<file path="src/rtl/hfvp_pkg.sv">
// hfvp_pkg: shared types and constants for the hash frame varint parser.
// No dependencies; used by hfvp_step and hash_frame_varint_parser.
package hfvp_pkg;

  // Width of the digest byte counter.
  localparam int unsigned COUNT_WIDTH = 32;

  // Varint byte index: 0..9.
  localparam int unsigned IDX_WIDTH = 4;
  localparam logic [IDX_WIDTH-1:0] VARINT_LAST_IDX = IDX_WIDTH'(9);

  // Frame parse phase, one-hot.
  typedef enum logic [2:0] {
    PH_CODE   = 3'b001,
    PH_LEN    = 3'b010,
    PH_DIGEST = 3'b100
  } phase_e;

  // Frame status codes.
  typedef enum logic [2:0] {
    ST_OK       = 3'd0,
    ST_SHORT    = 3'd1,
    ST_ENDED    = 3'd2,
    ST_LONG     = 3'd3,
    ST_MISMATCH = 3'd4
  } status_e;

  // Per-frame parse state.
  typedef struct packed {
    phase_e                 phase;
    logic [63:0]            accum;
    logic [IDX_WIDTH-1:0]   idx;
    logic [63:0]            code;
    logic [63:0]            len;
    logic [COUNT_WIDTH-1:0] count;
    status_e                err;
    logic                   first;
  } frame_state_t;

  // One result transaction.
  typedef struct packed {
    logic        digest_valid;
    logic [7:0]  digest_byte;
    logic        frame_done;
    status_e     status;
    logic [63:0] hash_code;
    logic [63:0] digest_length;
  } result_t;

  localparam frame_state_t FRAME_RESET = '{
    phase: PH_CODE,
    accum: '0,
    idx:   '0,
    code:  '0,
    len:   '0,
    count: '0,
    err:   ST_OK,
    first: 1'b1
  };

endpackage

</file>
<file path="src/rtl/hash_frame_varint_parser.sv">
// hash_frame_varint_parser: streaming multihash-style frame decoder, top level.
// Depends on hfvp_pkg and hfvp_step.
//
// Usage:
//   Input channel (in_valid_i/in_ready_o) carries one frame byte per
//   transaction, with in_last_i set on the frame's final byte. The frame is
//   a LEB128 hash code, a LEB128 digest length, then the digest bytes.
//   Output channel (out_valid_o/out_ready_i) carries one transaction per
//   digest byte passed through, and one for the last byte of each frame
//   with frame_done_o set, status_o, hash_code_o and digest_length_o.
//   Header bytes that do not end the frame produce no output transaction.
// Registered output: a result appears in the output register in the cycle
//   after its byte is taken.
// Throughput: one byte per cycle unless stalled; parse state update (shift,
//   OR, compare) is a single combinational step between the state registers.
// Stall: in_ready_o is high while the output register is empty or being
//   drained this cycle; if the receiver holds out_ready_i low with a result
//   pending, input is held off and the result stays stable.
// Reset: rst_ni (async, active low) empties the output register and returns
//   the parse state to the start of a frame.
module hash_frame_varint_parser import hfvp_pkg::*; (
  input  logic        clk_i,
  input  logic        rst_ni,
  input  logic        in_valid_i,
  output logic        in_ready_o,
  input  logic [7:0]  in_byte_i,
  input  logic        in_last_i,
  output logic        out_valid_o,
  input  logic        out_ready_i,
  output logic        digest_valid_o,
  output logic [7:0]  digest_byte_o,
  output logic        frame_done_o,
  output logic [2:0]  status_o,
  output logic [63:0] hash_code_o,
  output logic [63:0] digest_length_o
);

  frame_state_t state_q, state_d;
  result_t      res_q, res_d;
  logic         out_valid_q, out_valid_d;
  logic         emit;
  logic         accept;

  // Frame parse logic for the byte on the input port.
  hfvp_step u_step (
    .cur_i  (state_q),
    .byte_i (in_byte_i),
    .last_i (in_last_i),
    .nxt_o  (state_d),
    .emit_o (emit),
    .res_o  (res_d)
  );

  // Output register frees when empty or taken this cycle.
  assign in_ready_o = ~out_valid_q | out_ready_i;
  assign accept     = in_valid_i & in_ready_o;

  always_comb begin
    out_valid_d = out_valid_q;
    if (accept && emit) begin
      out_valid_d = 1'b1;
    end else if (out_ready_i) begin
      out_valid_d = 1'b0;
    end
  end

  // Parse state and output valid.
  always_ff @(posedge clk_i or negedge rst_ni) begin
    if (!rst_ni) begin
      state_q     <= FRAME_RESET;
      out_valid_q <= 1'b0;
    end else begin
      out_valid_q <= out_valid_d;
      if (accept) begin
        state_q <= state_d;
      end
    end
  end

  // Result payload, loaded only with a new result.
  always_ff @(posedge clk_i) begin
    if (accept && emit) begin
      res_q <= res_d;
    end
  end

  assign out_valid_o     = out_valid_q;
  assign digest_valid_o  = res_q.digest_valid;
  assign digest_byte_o   = res_q.digest_byte;
  assign frame_done_o    = res_q.frame_done;
  assign status_o        = res_q.status;
  assign hash_code_o     = res_q.hash_code;
  assign digest_length_o = res_q.digest_length;

endmodule

</file>
<file path="src/rtl/hfvp_step.sv">
// hfvp_step: next-state and result logic for one frame byte.
// Depends on hfvp_pkg.
module hfvp_step import hfvp_pkg::*; (
  input  frame_state_t cur_i,
  input  logic [7:0]   byte_i,
  input  logic         last_i,
  output frame_state_t nxt_o,
  output logic         emit_o,
  output result_t      res_o
);

  frame_state_t upd;
  logic         pass;
  logic [5:0]   shamt;
  logic [63:0]  cont_bits;
  logic [63:0]  term_val;
  status_e      st;

  assign shamt     = 6'(7 * int'(cur_i.idx));
  assign cont_bits = 64'(byte_i[6:0]) << shamt;
  assign term_val  = cur_i.accum | (64'(byte_i) << shamt);

  // Byte update, before end-of-frame handling.
  always_comb begin
    upd  = cur_i;
    pass = 1'b0;
    if (cur_i.err == ST_OK) begin
      if (cur_i.phase != PH_DIGEST) begin
        if (byte_i[7]) begin
          if (cur_i.idx >= VARINT_LAST_IDX) begin
            upd.err = ST_LONG;
          end else begin
            upd.accum = cur_i.accum | cont_bits;
            upd.idx   = cur_i.idx + 1'b1;
          end
        end else if (cur_i.idx >= VARINT_LAST_IDX && byte_i > 8'd1) begin
          upd.err = ST_LONG;
        end else begin
          if (cur_i.phase == PH_CODE) begin
            upd.code  = term_val;
            upd.phase = PH_LEN;
          end else begin
            upd.len   = term_val;
            upd.phase = PH_DIGEST;
          end
          upd.accum = '0;
          upd.idx   = '0;
        end
      end else if (64'(cur_i.count) == cur_i.len || (&cur_i.count)) begin
        upd.err = ST_MISMATCH;
      end else begin
        pass      = 1'b1;
        upd.count = cur_i.count + 1'b1;
      end
    end
  end

  // Frame status on the last byte.
  always_comb begin
    priority if (cur_i.first) begin
      st = ST_SHORT;
    end else if (upd.err != ST_OK) begin
      st = upd.err;
    end else if (upd.phase != PH_DIGEST) begin
      st = ST_ENDED;
    end else if (64'(upd.count) != upd.len) begin
      st = ST_MISMATCH;
    end else begin
      st = ST_OK;
    end
  end

  always_comb begin
    res_o.digest_valid  = pass;
    res_o.digest_byte   = pass ? byte_i : 8'd0;
    res_o.frame_done    = last_i;
    res_o.status        = last_i ? st : ST_OK;
    res_o.hash_code     = (last_i && st == ST_OK) ? upd.code : 64'd0;
    res_o.digest_length = last_i ? upd.len : 64'd0;
    emit_o              = last_i | pass;
    if (last_i) begin
      nxt_o = FRAME_RESET;
    end else begin
      nxt_o       = upd;
      nxt_o.first = 1'b0;
    end
  end

endmodule
</file>
<file path="config.mk">
export PLATFORM = sky130hd
export DESIGN_NAME = hash_frame_varint_parser
export DESIGN_NICKNAME = d
export VERILOG_FILES = /design/src/rtl/hfvp_pkg.sv /design/src/rtl/hash_frame_varint_parser.sv /design/src/rtl/hfvp_step.sv
export SDC_FILE = /design/constraint.sdc
export NUM_CORES = 1
export LEC_CHECK = 0
export ABC_AREA = 1
export BUFFER_PORTS_ARGS = -buffer_cell sky130_fd_sc_hd__buf_2
export CAP_MARGIN = 20
export CORE_ASPECT_RATIO = 1.4
export CORE_MARGIN = 5
export CORE_UTILIZATION = 40
export CTS_BUF_LIST = sky130_fd_sc_hd__clkbuf_8 sky130_fd_sc_hd__clkbuf_16
export DETAILED_ROUTE_END_ITERATION = 8
export GPL_TIMING_DRIVEN = 0
export MAX_ROUTING_LAYER = met4
export SLEW_MARGIN = 20
export SYNTH_ARGS = -nofsm -noshare
export SYNTH_HDL_FRONTEND = slang
export SYNTH_SLANG_ARGS = --single-unit
</file>
<file path="constraint.sdc">
create_clock -name clk_i -period 5.4 [get_ports clk_i]
set_input_delay 1.35 -clock clk_i [delete_from_list [all_inputs] [get_ports clk_i]]
set_output_delay 1.35 -clock clk_i [all_outputs]
set_load 0.1 [all_outputs]
</file>
* Yosys cells after proc, flatten, opt, wreduce, memory -nomap -nowiden
Cells that the tools add are included.
** Word-level totals
- Bits in registers :: 377
- Bits of input ports :: 13
- Output and inout bits :: 143
- Logic and storage cells :: 74
** Operators by class
- $add $sub $neg :: 2
- Multipliers :: 1
- Order comparisons :: 2
- Equal/unequal tests :: 7
- Shifts and indexed selects :: 2
- Multiplexer cells :: 27
- Bitwise gates (word level) :: 6
- Reductions and logical operators :: 12
** Operator list (count)
- $mux W199 :: 2
- $mux W235 :: 1
- $mux W234 :: 1
- $mux W68 :: 2
- $mux W128 :: 1
- $mux W64 :: 2
- $or A64 B64 Y64 :: 2
- $eq A32 B64 Y1 :: 1
- $mux W32 :: 2
- $ne A32 B64 Y1 :: 1
- $shl A7 B6 Y64 :: 1
- $shl A8 B6 Y64 :: 1
- $mux W3 :: 11
- $add A32 B1 Y32 const B :: 1
- $reduce_and A32 Y1 :: 1
- $ne A3 B3 Y1 const B :: 4
- $gt A8 B1 Y1 const B :: 1
- $logic_not A3 Y1 :: 2
- $mul A3 B4 Y6 const A :: 1
- $reduce_bool A2 Y1 :: 3
- $mux W1 :: 5
- $reduce_and A5 Y1 :: 1
- $add A4 B1 Y4 const B :: 1
- $ge A4 B4 Y1 const B :: 1
- other kinds (7) :: 10

* Depth between registers and ports, before layout
Gate-level depths: netlist of the first run.
- Depth in word-level cells :: 15
- Mapped depth :: 29
- Depth with buffers taken out :: 25

* Cells and area by module
From an unflattened synthesis of the first run, not the netlist that was laid out.
** Second synthesis, totals
- Cells, all modules :: 3059
- Area, all modules :: 22017.4 um^2
** By module, submodules not included
- hash_frame_varint_parser :: instances 1, cells an instance 1167, area each 13518.0 um^2, seq. area each 10142.2 um^2
- hfvp_step :: instances 1, cells an instance 1892, area each 8499.4 um^2, seq. area each 0.0 um^2

* Least setup slack after synthesis of the first run
No wires, ideal clock.
- Path type :: input to register
- Start point :: in out_ready_i
- End point :: reg res_q (netlist bit digest_byte_o[0]), enable pin
- Setup time :: 0.506 ns
- Arrival :: 6.131 ns
- Required time :: 4.894 ns
- Path slack :: -1.237 ns
- Cell stages on the path :: 8
- Path buffers :: 2
- Path through :: inv_1 nand2_1 nand2_1 inv_1 clkbuf_1 clkbuf_1 nand2_1 nand2_1
** On the way
- Cells in the longest elaborated chain, start to end :: 3
** RTL lines
- start, declared :: line hash_frame_varint_parser.sv:29 : input logic out_ready_i,
- $or A1 B1 Y1 :: line hash_frame_varint_parser.sv:55 : assign in_ready_o = ~out_valid_q | out_ready_i;
- via in_ready_o :: line hash_frame_varint_parser.sv:25 : output logic in_ready_o,
- $and A1 B1 Y1 :: line hash_frame_varint_parser.sv:56 : assign accept = in_valid_i & in_ready_o;
- $logic_and A1 B1 Y1 :: line hash_frame_varint_parser.sv:82 : if (accept && emit) begin
- end signal, assigned :: line hash_frame_varint_parser.sv:83 : res_q <= res_d;
- end, declared :: line hash_frame_varint_parser.sv:39 : result_t res_q, res_d;
The timed path passes the listed nets, and every way through them passes these cells.
A chain may end at the register's enable or synchronous reset.

* Worst setup path in the final report of the first run
- Start point :: reg state_q[164] (netlist bit)
- End point :: reg res_q (netlist bit hash_code_o[32]) (data pin)
** On the way
- Cells in the longest elaborated chain, start to end :: 15
- Elaborated cells on any way between the ends :: 25
- Classes of those cells :: mul (1); order compare (1); eq/ne (2); shift (1); mux (15); bitwise (1); reduce/logical (4)
** RTL lines
- start, declared :: line hash_frame_varint_parser.sv:38 : frame_state_t state_q, state_d;
- start signal, assigned :: line hash_frame_varint_parser.sv:75 : state_q <= state_d;
- $mul A3 B4 Y6 :: line hfvp_step.sv:19 : assign shamt = 6'(7 * int'(cur_i.idx));
- $shl A8 B6 Y64 :: line hfvp_step.sv:21 : assign term_val = cur_i.accum | (64'(byte_i) << shamt);
- $or A64 B64 Y64 :: line hfvp_step.sv:21
- $mux W64 :: line hfvp_step.sv:39 : if (cur_i.phase == PH_CODE) begin
- $mux W199 :: line hfvp_step.sv:36 : end else if (cur_i.idx >= VARINT_LAST_IDX && byte_i > 8'd1) begin
- $mux W128 :: line hfvp_step.sv:29 : if (byte_i[7]) begin
- $mux W199 :: line hfvp_step.sv:28 : if (cur_i.phase != PH_DIGEST) begin
- $mux W234 * :: line hfvp_step.sv:27 : if (cur_i.err == ST_OK) begin
- $ne A32 B64 Y1 :: line hfvp_step.sv:66 : end else if (64'(upd.count) != upd.len) begin
- $mux W3 :: line hfvp_step.sv:66
- $mux W3 :: line hfvp_step.sv:64 : end else if (upd.phase != PH_DIGEST) begin
- $mux W3 :: line hfvp_step.sv:62 : end else if (upd.err != ST_OK) begin
- $mux W3 :: line hfvp_step.sv:60 : priority if (cur_i.first) begin
- $logic_not A3 Y1 :: line hfvp_step.sv:78 : res_o.hash_code = (last_i && st == ST_OK) ? upd.code : 64'd0;
- $logic_and A1 B1 Y1 :: line hfvp_step.sv:78
Every way passes the cells marked *; elsewhere a longest branch is shown, timed or not. The select of a mux whose other input is x is not followed.

==> impl_metrics.csv, run 1 <==
group,metric,value,unit
clocking,clk_latency,0.59,ns
clocking,numCtsBuffers,39,
detailed_routing,vias,18500,
timing,worst_pin_slew,1.17,ns
place,dp_slack,-0.712,ns
clocking,cts_tree,"yes",
power,p_leak,10.7,nW
floorplan,die_w,198,µm
logic_synthesis,syn_area_per_cell,7.90,µm²
timing,slew_viol_final,0,
detailed_routing,routedWlPerCell,25.6,µm
status,status,"finished, final reports clean",
job,cap_violations,0,
final_layout,multi_input_area,8130,µm²
timing,tns,0,ns
floorplan,ios,156,
place,hpwl,68300,µm
final_layout,drive_above_1_share,14.6,%
hold_path,min_path_type,"reg2reg",
detailed_routing,viasPerCell,5.49,
detailed_routing,drt_iter0_markers,1316,
timing,maxSlewHeadroom,21.3,%
logic_synthesis,synth_top_area_share,29.6,%
detailed_routing,postRouteAntennaNets,0,
timing,min_period_over_period,97.7,%
clocking,root_buffer,"clkbuf_16",
global_routing,grt_pass1_vias,18400,
global_routing,track_usage,32.6,%
clocking,htree_levels,2,
clocking,path_clk_slew,0.06,ns
detailed_routing,wirelength,86400,µm
global_routing,gr-total-overflow,0,
logic_synthesis,ys_seq_area_share,51.3,%
timing,hold_viol,0,
floorplan,rows,96,
timing,fin_ws,0.127,ns
logic_synthesis,synth_edf_count,141,
logic_synthesis,synth_area_leader_cell,"dfrtp_1",
timing,fin_crit,5.27,ns
critical_path,crit_arrival,5.69,ns
timing,fin_worst_skew,0.0177,ns
logic_synthesis,ys_warn_count,0,
logic_synthesis,syn_area,19800,µm²
floorplan,core_area,49000,µm²
floorplan,die_h,273,µm
global_routing,grt_pass1_wl,125000,µm
final_layout,num_antenna_cells,0,
logic_synthesis,syn_inst,2502,
critical_path,critPathBufInv,6,
global_routing,antenna_found_initial,1,
detailed_routing,drc,0,
critical_path,worst_setup_path_end_kind,"flop",
floorplan,start_util,40.3,%
critical_path,crit_slowest_cell,"fa_1",
critical_path,worstSetupPathType,"reg2reg",
power,ir_drop,0.000292,V
logic_synthesis,yosys-top-cells-area,"dfrtp_1 (30%), edfxtp_1 (21%), nand2_1 (13%), inv_1 (5.5%), nand3_1 (5.1%)",
global_routing,grt_max_degree,91,
critical_path,path_cells,"inv_1 -> buf_2 -> fa_1 -> inv_1 -> ha_1 -> fa_1 -> buf_2 -> clkbuf_2 -> nand2_1 -> nand4_1 -> nand2_1 -> o21ai_1 -> nand2_1 -> nor2_1 -> nand2_1 -> nor2_2 -> nand4_1 -> nor2_1 -> nand2_1 -> nand2_2 -> nand3_4 -> buf_12 -> nor2_2",
logic_synthesis,synthDistinctLibCells,44,
power,pwr_density_cell,503,nW/µm²
final_layout,nets,2732,
power,power,0.0116,W
final_layout,area_growth,16.3,%
critical_path,cpLargestDelayFamily,"simple AND/OR/NAND/NOR gates",
logic_synthesis,synth_top_flop_cell,"dfrtp_1",
clocking,cts_sinks,377,
timing,setup_viol,0,
critical_path,critPathMostFrequentCell,"nand2_1",
place,gp_congestion,1.05,
final_layout,n_fill_cell,4965,
floorplan,die_area,54000,µm²
detailed_routing,drt_first_pass_iters,6,
critical_path,cp_max_fo,11,
place,port-buffer-count,155,
critical_path,cp-start-kind,"flop",
logic_synthesis,syn_nets,2530,
critical_path,crit_path_max_incr_delay,0.54,ns
final_layout,seq_area,10100,µm²
clocking,clock_path_buffers,3,
logic_synthesis,ys_ff_latch,377,
clocking,holdBufCountCts,0,
logic_synthesis,async_flop_share,62.6,%
timing,max_freq,190,MHz
critical_path,worst_ep_required_time,5.81,ns
## cell usage in the layout (no fill, tap or decap), types with 11 or more instances in the layout
cell and n:
nand2_1 690, nor2_2 68, buf_2 179, ha_1 11
inv_2 14, nor3_1 28, clkbuf_16 40, nor2_1 207
dfrtp_1 234, nand4_1 57, inv_1 301, clkbuf_1 74
nand3_1 196, o21ai_1 16, edfxtp_1 141, o22ai_1 104
o21ai_0 163, nand2_2 19, a21oi_1 67
## per-layer routing
| metal | routed length (µm) | GRT usage, % | vias up |
|---|---|---|---|
| met2 | 44500 | 57.1 | 676 |
| met4 | 7280 | 21.3 | 0 |
| met3 | 4220 | 4.17 | 249 |
| met1 | 30400 | 34.1 | 8979 |
| li1 | - | - | 8604 |
| met5 | 0 | - | - |
## what timing repair did
action | CTS | global route
endpoints found under the hold margin | 0 | 0
endpoints found under the setup margin | 65 | 64
resized for setup | 40 | 46
gates cloned | 0 | 0
setup buffers | 2 | 1
pin swaps | 0 | 3
## through the flow
stage	utilization (%)	hold slack (ns)	cell area, µm²	cells
floorplan	-	0.448	19800	2502
global placement	43.5	0.462	21300	3294
detailed placement	43.8	0.471	21400	3297
CTS	46.6	0.488	22800	3371
global route	46.9	0.503	23000	3372
finish	46.9	0.490	23000	3372
## final timing paths
check	from	endpoint	slack (ns)	cells past startpoint
setup / recovery	state_q[164]$_DFFE_PN0P_	hash_code_o[32]$_SDFFCE_PN0P_	0.13	23
hold / removal	state_q[139]$_DFFE_PN0P_	state_q[139]$_DFFE_PN0P_	0.49	2
setup reg to reg	state_q[164]$_DFFE_PN0P_	hash_code_o[32]$_SDFFCE_PN0P_	0.13	23
hold reg to reg	state_q[139]$_DFFE_PN0P_	state_q[139]$_DFFE_PN0P_	0.49	2
max in group asynchronous	rst_ni	state_q[82]$_DFFE_PN0P_	3.42	3
min in group asynchronous	rst_ni	state_q[23]$_DFFE_PN0P_	0.71	1
## Yosys cell counts, drive strengths merged (4+ instances only)
library cell	instances
a21boi	4
a21oi	69
buf	42
clkbuf	80
dfrtp	234
edfxtp	141
fa	4
ha	11
inv	304
nand2	711
nand3	207
nand3b	9
nand4	57
nor2	281
nor3	30
o21ai	189
o22ai	104
## area by class of cell
cell class / instances / share of cell area (%)
Tap cell: 637 / 3.47
Inverter: 305 / 4.99
Buffer: 122 / 2.53
Sequential cell: 377 / 44.1
Clock buffer: 44 / 4.59
Timing Repair Buffer: 161 / 3.88
Clock inverter: 28 / 1.03
Multi-Input combinational cell: 1698 / 35.4
## sequential cells by signal, indices dropped and copies added, names as in the netlist
signal / count
hash_code_o: 64
frame_done_o: 1
out_valid_o: 1
digest_length_o: 64
digest_valid_o: 1
state_q: 235
status_o: 3
digest_byte_o: 8
## cells by family after synthesis
family	after synthesis	share of synthesized area [%]
simple gates	1301	28.4
buf+inv	427	8.57
flops	377	51.3
compound gates	376	10.4
fa+ha+maj	15	1.10
xor+xnor	6	0.266
## worst min-delay path: stages (launching register included)
cell and delay (ns):
dfrtp_1 0.34, nand2_1 0.05, o21ai_0 0.06
## power breakdown
part	total, W	switching [W]	internal (W)	leakage [nW]
Sequential	0.00353	0.000150	0.00338	4.58
Clock	0.00280	0.00124	0.00156	0.678
Combinational	0.00524	0.00417	0.00108	5.41
Total	0.0116	0.00556	0.00601	10.7
No activity file was read; power rests on OpenSTA's default activity.
==> run 2: changes to the inputs <==
ABC_AREA = 0   (was 1)
==> run 2 against run 1 <==
Net effect:
- the run now ends with setup timing left
- die area up 4.7%
- worst hold slack worse by 0.0038 ns
- synthesized cell count is 13% lower
- sequential cell count stayed put
- register-to-register slack got worse by 0.59 ns
==> impl_metrics.csv, run 2 <==
group,metric,value,unit
logic_synthesis,async_flop_share,62.6,%
place,hpwl,74100,µm
logic_synthesis,synth.most_common_cell,"dfrtp_1",
timing,fin_ws,-0.459,ns
timing,slew_viol_final,0,
floorplan,die_w,202,µm
timing,rsz0062_at_grt,"true",
final_layout,stdcell_count,3146,
clocking,root_buffer,"clkbuf_16",
timing,setup_viol,65,
floorplan,die_area,56600,µm²
critical_path,cp-start-kind,"flop",
detailed_routing,postRouteAntennaNets,0,
floorplan,start_util,40.5,%
logic_synthesis,ys_seq_area_share,48.9,%
final_layout,area_growth,27.2,%
detailed_routing,vias,19900,
final_layout,postLayoutCellArea,26400,µm²
detailed_routing,viasPerCell,6.33,
final_layout,final_common_cell,"dfrtp_1",
final_layout,largest_reg_flops,235,
clocking,cts_tree,"yes",
power,p_sw_share,41.5,%
logic_synthesis,synth_edf_count,141,
logic_synthesis,syn_area_per_cell,9.51,µm²
critical_path,crit_arrival,6.19,ns
place,placed_cell_area,22700,µm²
final_layout,nets,2492,
power,power_frac_clock,27.9,%
power,intPower,0.00565,W
logic_synthesis,ys_ff_latch,377,
power,p_sw,0.00400,W
logic_synthesis,ys_top_cells_by_count,"dfrtp_1 (234), nand2_1 (230), nor2_1 (228)",
critical_path,worst_ep_required_time,5.73,ns
floorplan,ios,156,
global_routing,antenna_found_initial,2,
timing,fin_worst_skew,0.0199,ns
hold_path,min_path_type,"reg2reg",
final_layout,fin_util,51.5,%
clocking,holdBufCountCts,0,
critical_path,worstSetupPathType,"reg2reg",
power,p_leak,10.7,nW
logic_synthesis,syn_area,20700,µm²
final_layout,final_cell_mix,"dfrtp_1 (233), nand2_1 (227), nor2_1 (222)",
critical_path,rrSetupSlack,-0.46,ns
timing,max_freq,171,MHz
detailed_routing,drt_first_pass_iters,6,
final_layout,drive_above_1_share,23.9,%
global_routing,gr-total-overflow,0,
global_routing,grt_pass1_vias,19100,
logic_synthesis,synth_top_flop_cell,"dfrtp_1",
status,violations,"setup timing",
critical_path,worst_setup_path_end_kind,"flop",
clocking,cts_sinks,377,
detailed_routing,drc,0,
place,port-buffer-count,154,
power,power,0.00965,W
job,cap_violations,0,
logic_synthesis,syn_nets,2208,
timing,maxSlewHeadroom,14.3,%
global_routing,grt_max_degree,85,
timing,hold_slack,0.486,ns
logic_synthesis,synthDistinctLibCells,96,
critical_path,cp_max_fo,6,
floorplan,core_area,51300,µm²
place,gp_congestion,0.997,
clocking,path_clk_slew,0.07,ns
logic_synthesis,synth_area_leader_cell,"dfrtp_1",
timing,fin_crit,5.86,ns
logic_synthesis,yosys-top-cells-area,"dfrtp_1 (28%), edfxtp_1 (20%), a21oi_1 (4.4%), nand2_1 (4.2%), nor2_1 (4.1%)",
power,power_frac_comb,36.5,%
clocking,clock_path_buffers,3,
logic_synthesis,ys_warn_count,0,
power,pwr_density_cell,366,nW/µm²
timing,worst_pin_slew,1.29,ns
timing,hold_viol,0,
status,status,"finished, violations left",
detailed_routing,routedWlPerCell,31.5,µm
global_routing,grt_pass1_wl,141000,µm
global_routing,track_usage,35.1,%
floorplan,die_h,279,µm
timing,min_period_over_period,108,%
clocking,htree_levels,2,
place,place_inst,2994,
final_layout,n_fill_cell,4785,
clocking,clk_latency,0.58,ns
floorplan,rows,98,
power,ir_drop,0.000224,V
clocking,numCtsBuffers,39,
detailed_routing,drt_iter0_markers,2369,
power,power_frac_seq,35.5,%
detailed_routing,wirelength,99100,µm
logic_synthesis,synth_top_area_share,28.2,%
logic_synthesis,syn_inst,2180,
final_layout,top_register,"state_q",
## run 2: cell types whose count changed after synthesis, sizes merged, moves of 60 or more
cell   before  now
nand2     711  230
a22o        0   60
a21oi      69  185
nand3     207   79
inv       304   33
nor3       30  103
o22ai     104   23
## run 2: final cells by class
class	instances	area, µm²	share of cell area, %
buffer	167	968	3.67
inverter	35	144	0.546
timing repair buffer	245	1880	7.14
sequential	377	10100	38.5
antenna	1	2.50	0.00949
clock buffer	40	1000	3.80
tap	650	813	3.08
multi-input combinational	1599	11200	42.5
clock inverter	32	219	0.830
## run 2: final timing paths
check | start | depth (start not counted) | end
min in group asynchronous | rst_ni | 1 | state_q[164]$_DFFE_PN0P_
worst min register to register | state_q[142]$_DFFE_PN0P_ | 2 | state_q[142]$_DFFE_PN0P_
worst min-delay path | state_q[142]$_DFFE_PN0P_ | 2 | state_q[142]$_DFFE_PN0P_
max in group asynchronous | rst_ni | 3 | state_q[0]$_DFFE_PN1P_
worst max-delay path | state_q[164]$_DFFE_PN0P_ | 21 | status_o[2]$_SDFFCE_PN0P_
worst max register to register | state_q[164]$_DFFE_PN0P_ | 21 | status_o[2]$_SDFFCE_PN0P_
## run 2: cell families after synthesis
kind of cell             after synthesis  share of synthesized area (%)
AND/OR/NAND/NOR                      830                           20.2
AO/OA/AOI/OAI                        660                           20.9
flip-flops                           377                           48.9
buffers and inverters                204                           4.23
XOR/XNOR                              59                           2.56
multiplexers                          35                           2.14
adder cells (fa/ha/maj)               15                           1.05
## run 2: worst max-delay path, cell delays in order, from the launching register on
cell and delay, ns:
dfrtp_1 0.36, buf_6 0.12, clkinvlp_4 0.11, fa_1 0.51, inv_2 0.05, ha_4 0.16
fa_2 0.39, buf_8 0.16, xor2_4 0.19, a31oi_4 0.32, buf_4 0.20, buf_4 0.11
a211oi_1 0.14, o32ai_4 0.45, o21ai_2 0.14, nor4_4 0.42, o311ai_2 0.17, or4_1 0.49
or4_4 0.64, buf_12 0.19, buf_16 0.14, o21a_1 0.17
## run 2: layer usage
| metal | routed length, µm | part of all wire [%] | track usage, % |
|---|---|---|---|
| met3 | 6950 | 7.0 | 5.06 |
| met2 | 46200 | 47 | 55.2 |
| met4 | 8680 | 8.8 | 23.5 |
| met1 | 37300 | 38 | 42.1 |
| met5 | 0 | 0 | - |
## run 2: what timing repair did
item,in CTS,in global routing
gates resized for setup,221,104
endpoints found under the setup margin,141,104
setup buffers,56,15
gates cloned,4,6
pin swaps,75,56
## run 2: metrics by stage
| stage | TNS, ns | worst slack [ns] |
|---|---|---|
| CTS | -27.43 | -0.486 |
| global placement | -865.10 | -2.42 |
| detailed placement | -134.38 | -2.04 |
| floorplan | 0 | 0.0214 |
| finish | -23.47 | -0.459 |
| global route | -29.23 | -0.543 |
## run 2: power groups by stage
stage          logic (W)  registers, W  clock network [W]
2_1_floorplan    0.00139       0.00400                  0
4_1_cts          0.00337       0.00342            0.00272
5_1_grt          0.00364       0.00345            0.00282
3_3_place_gp     0.00299       0.00347                  0
3_5_place_dp     0.00303       0.00346                  0
6_report         0.00353       0.00343            0.00270
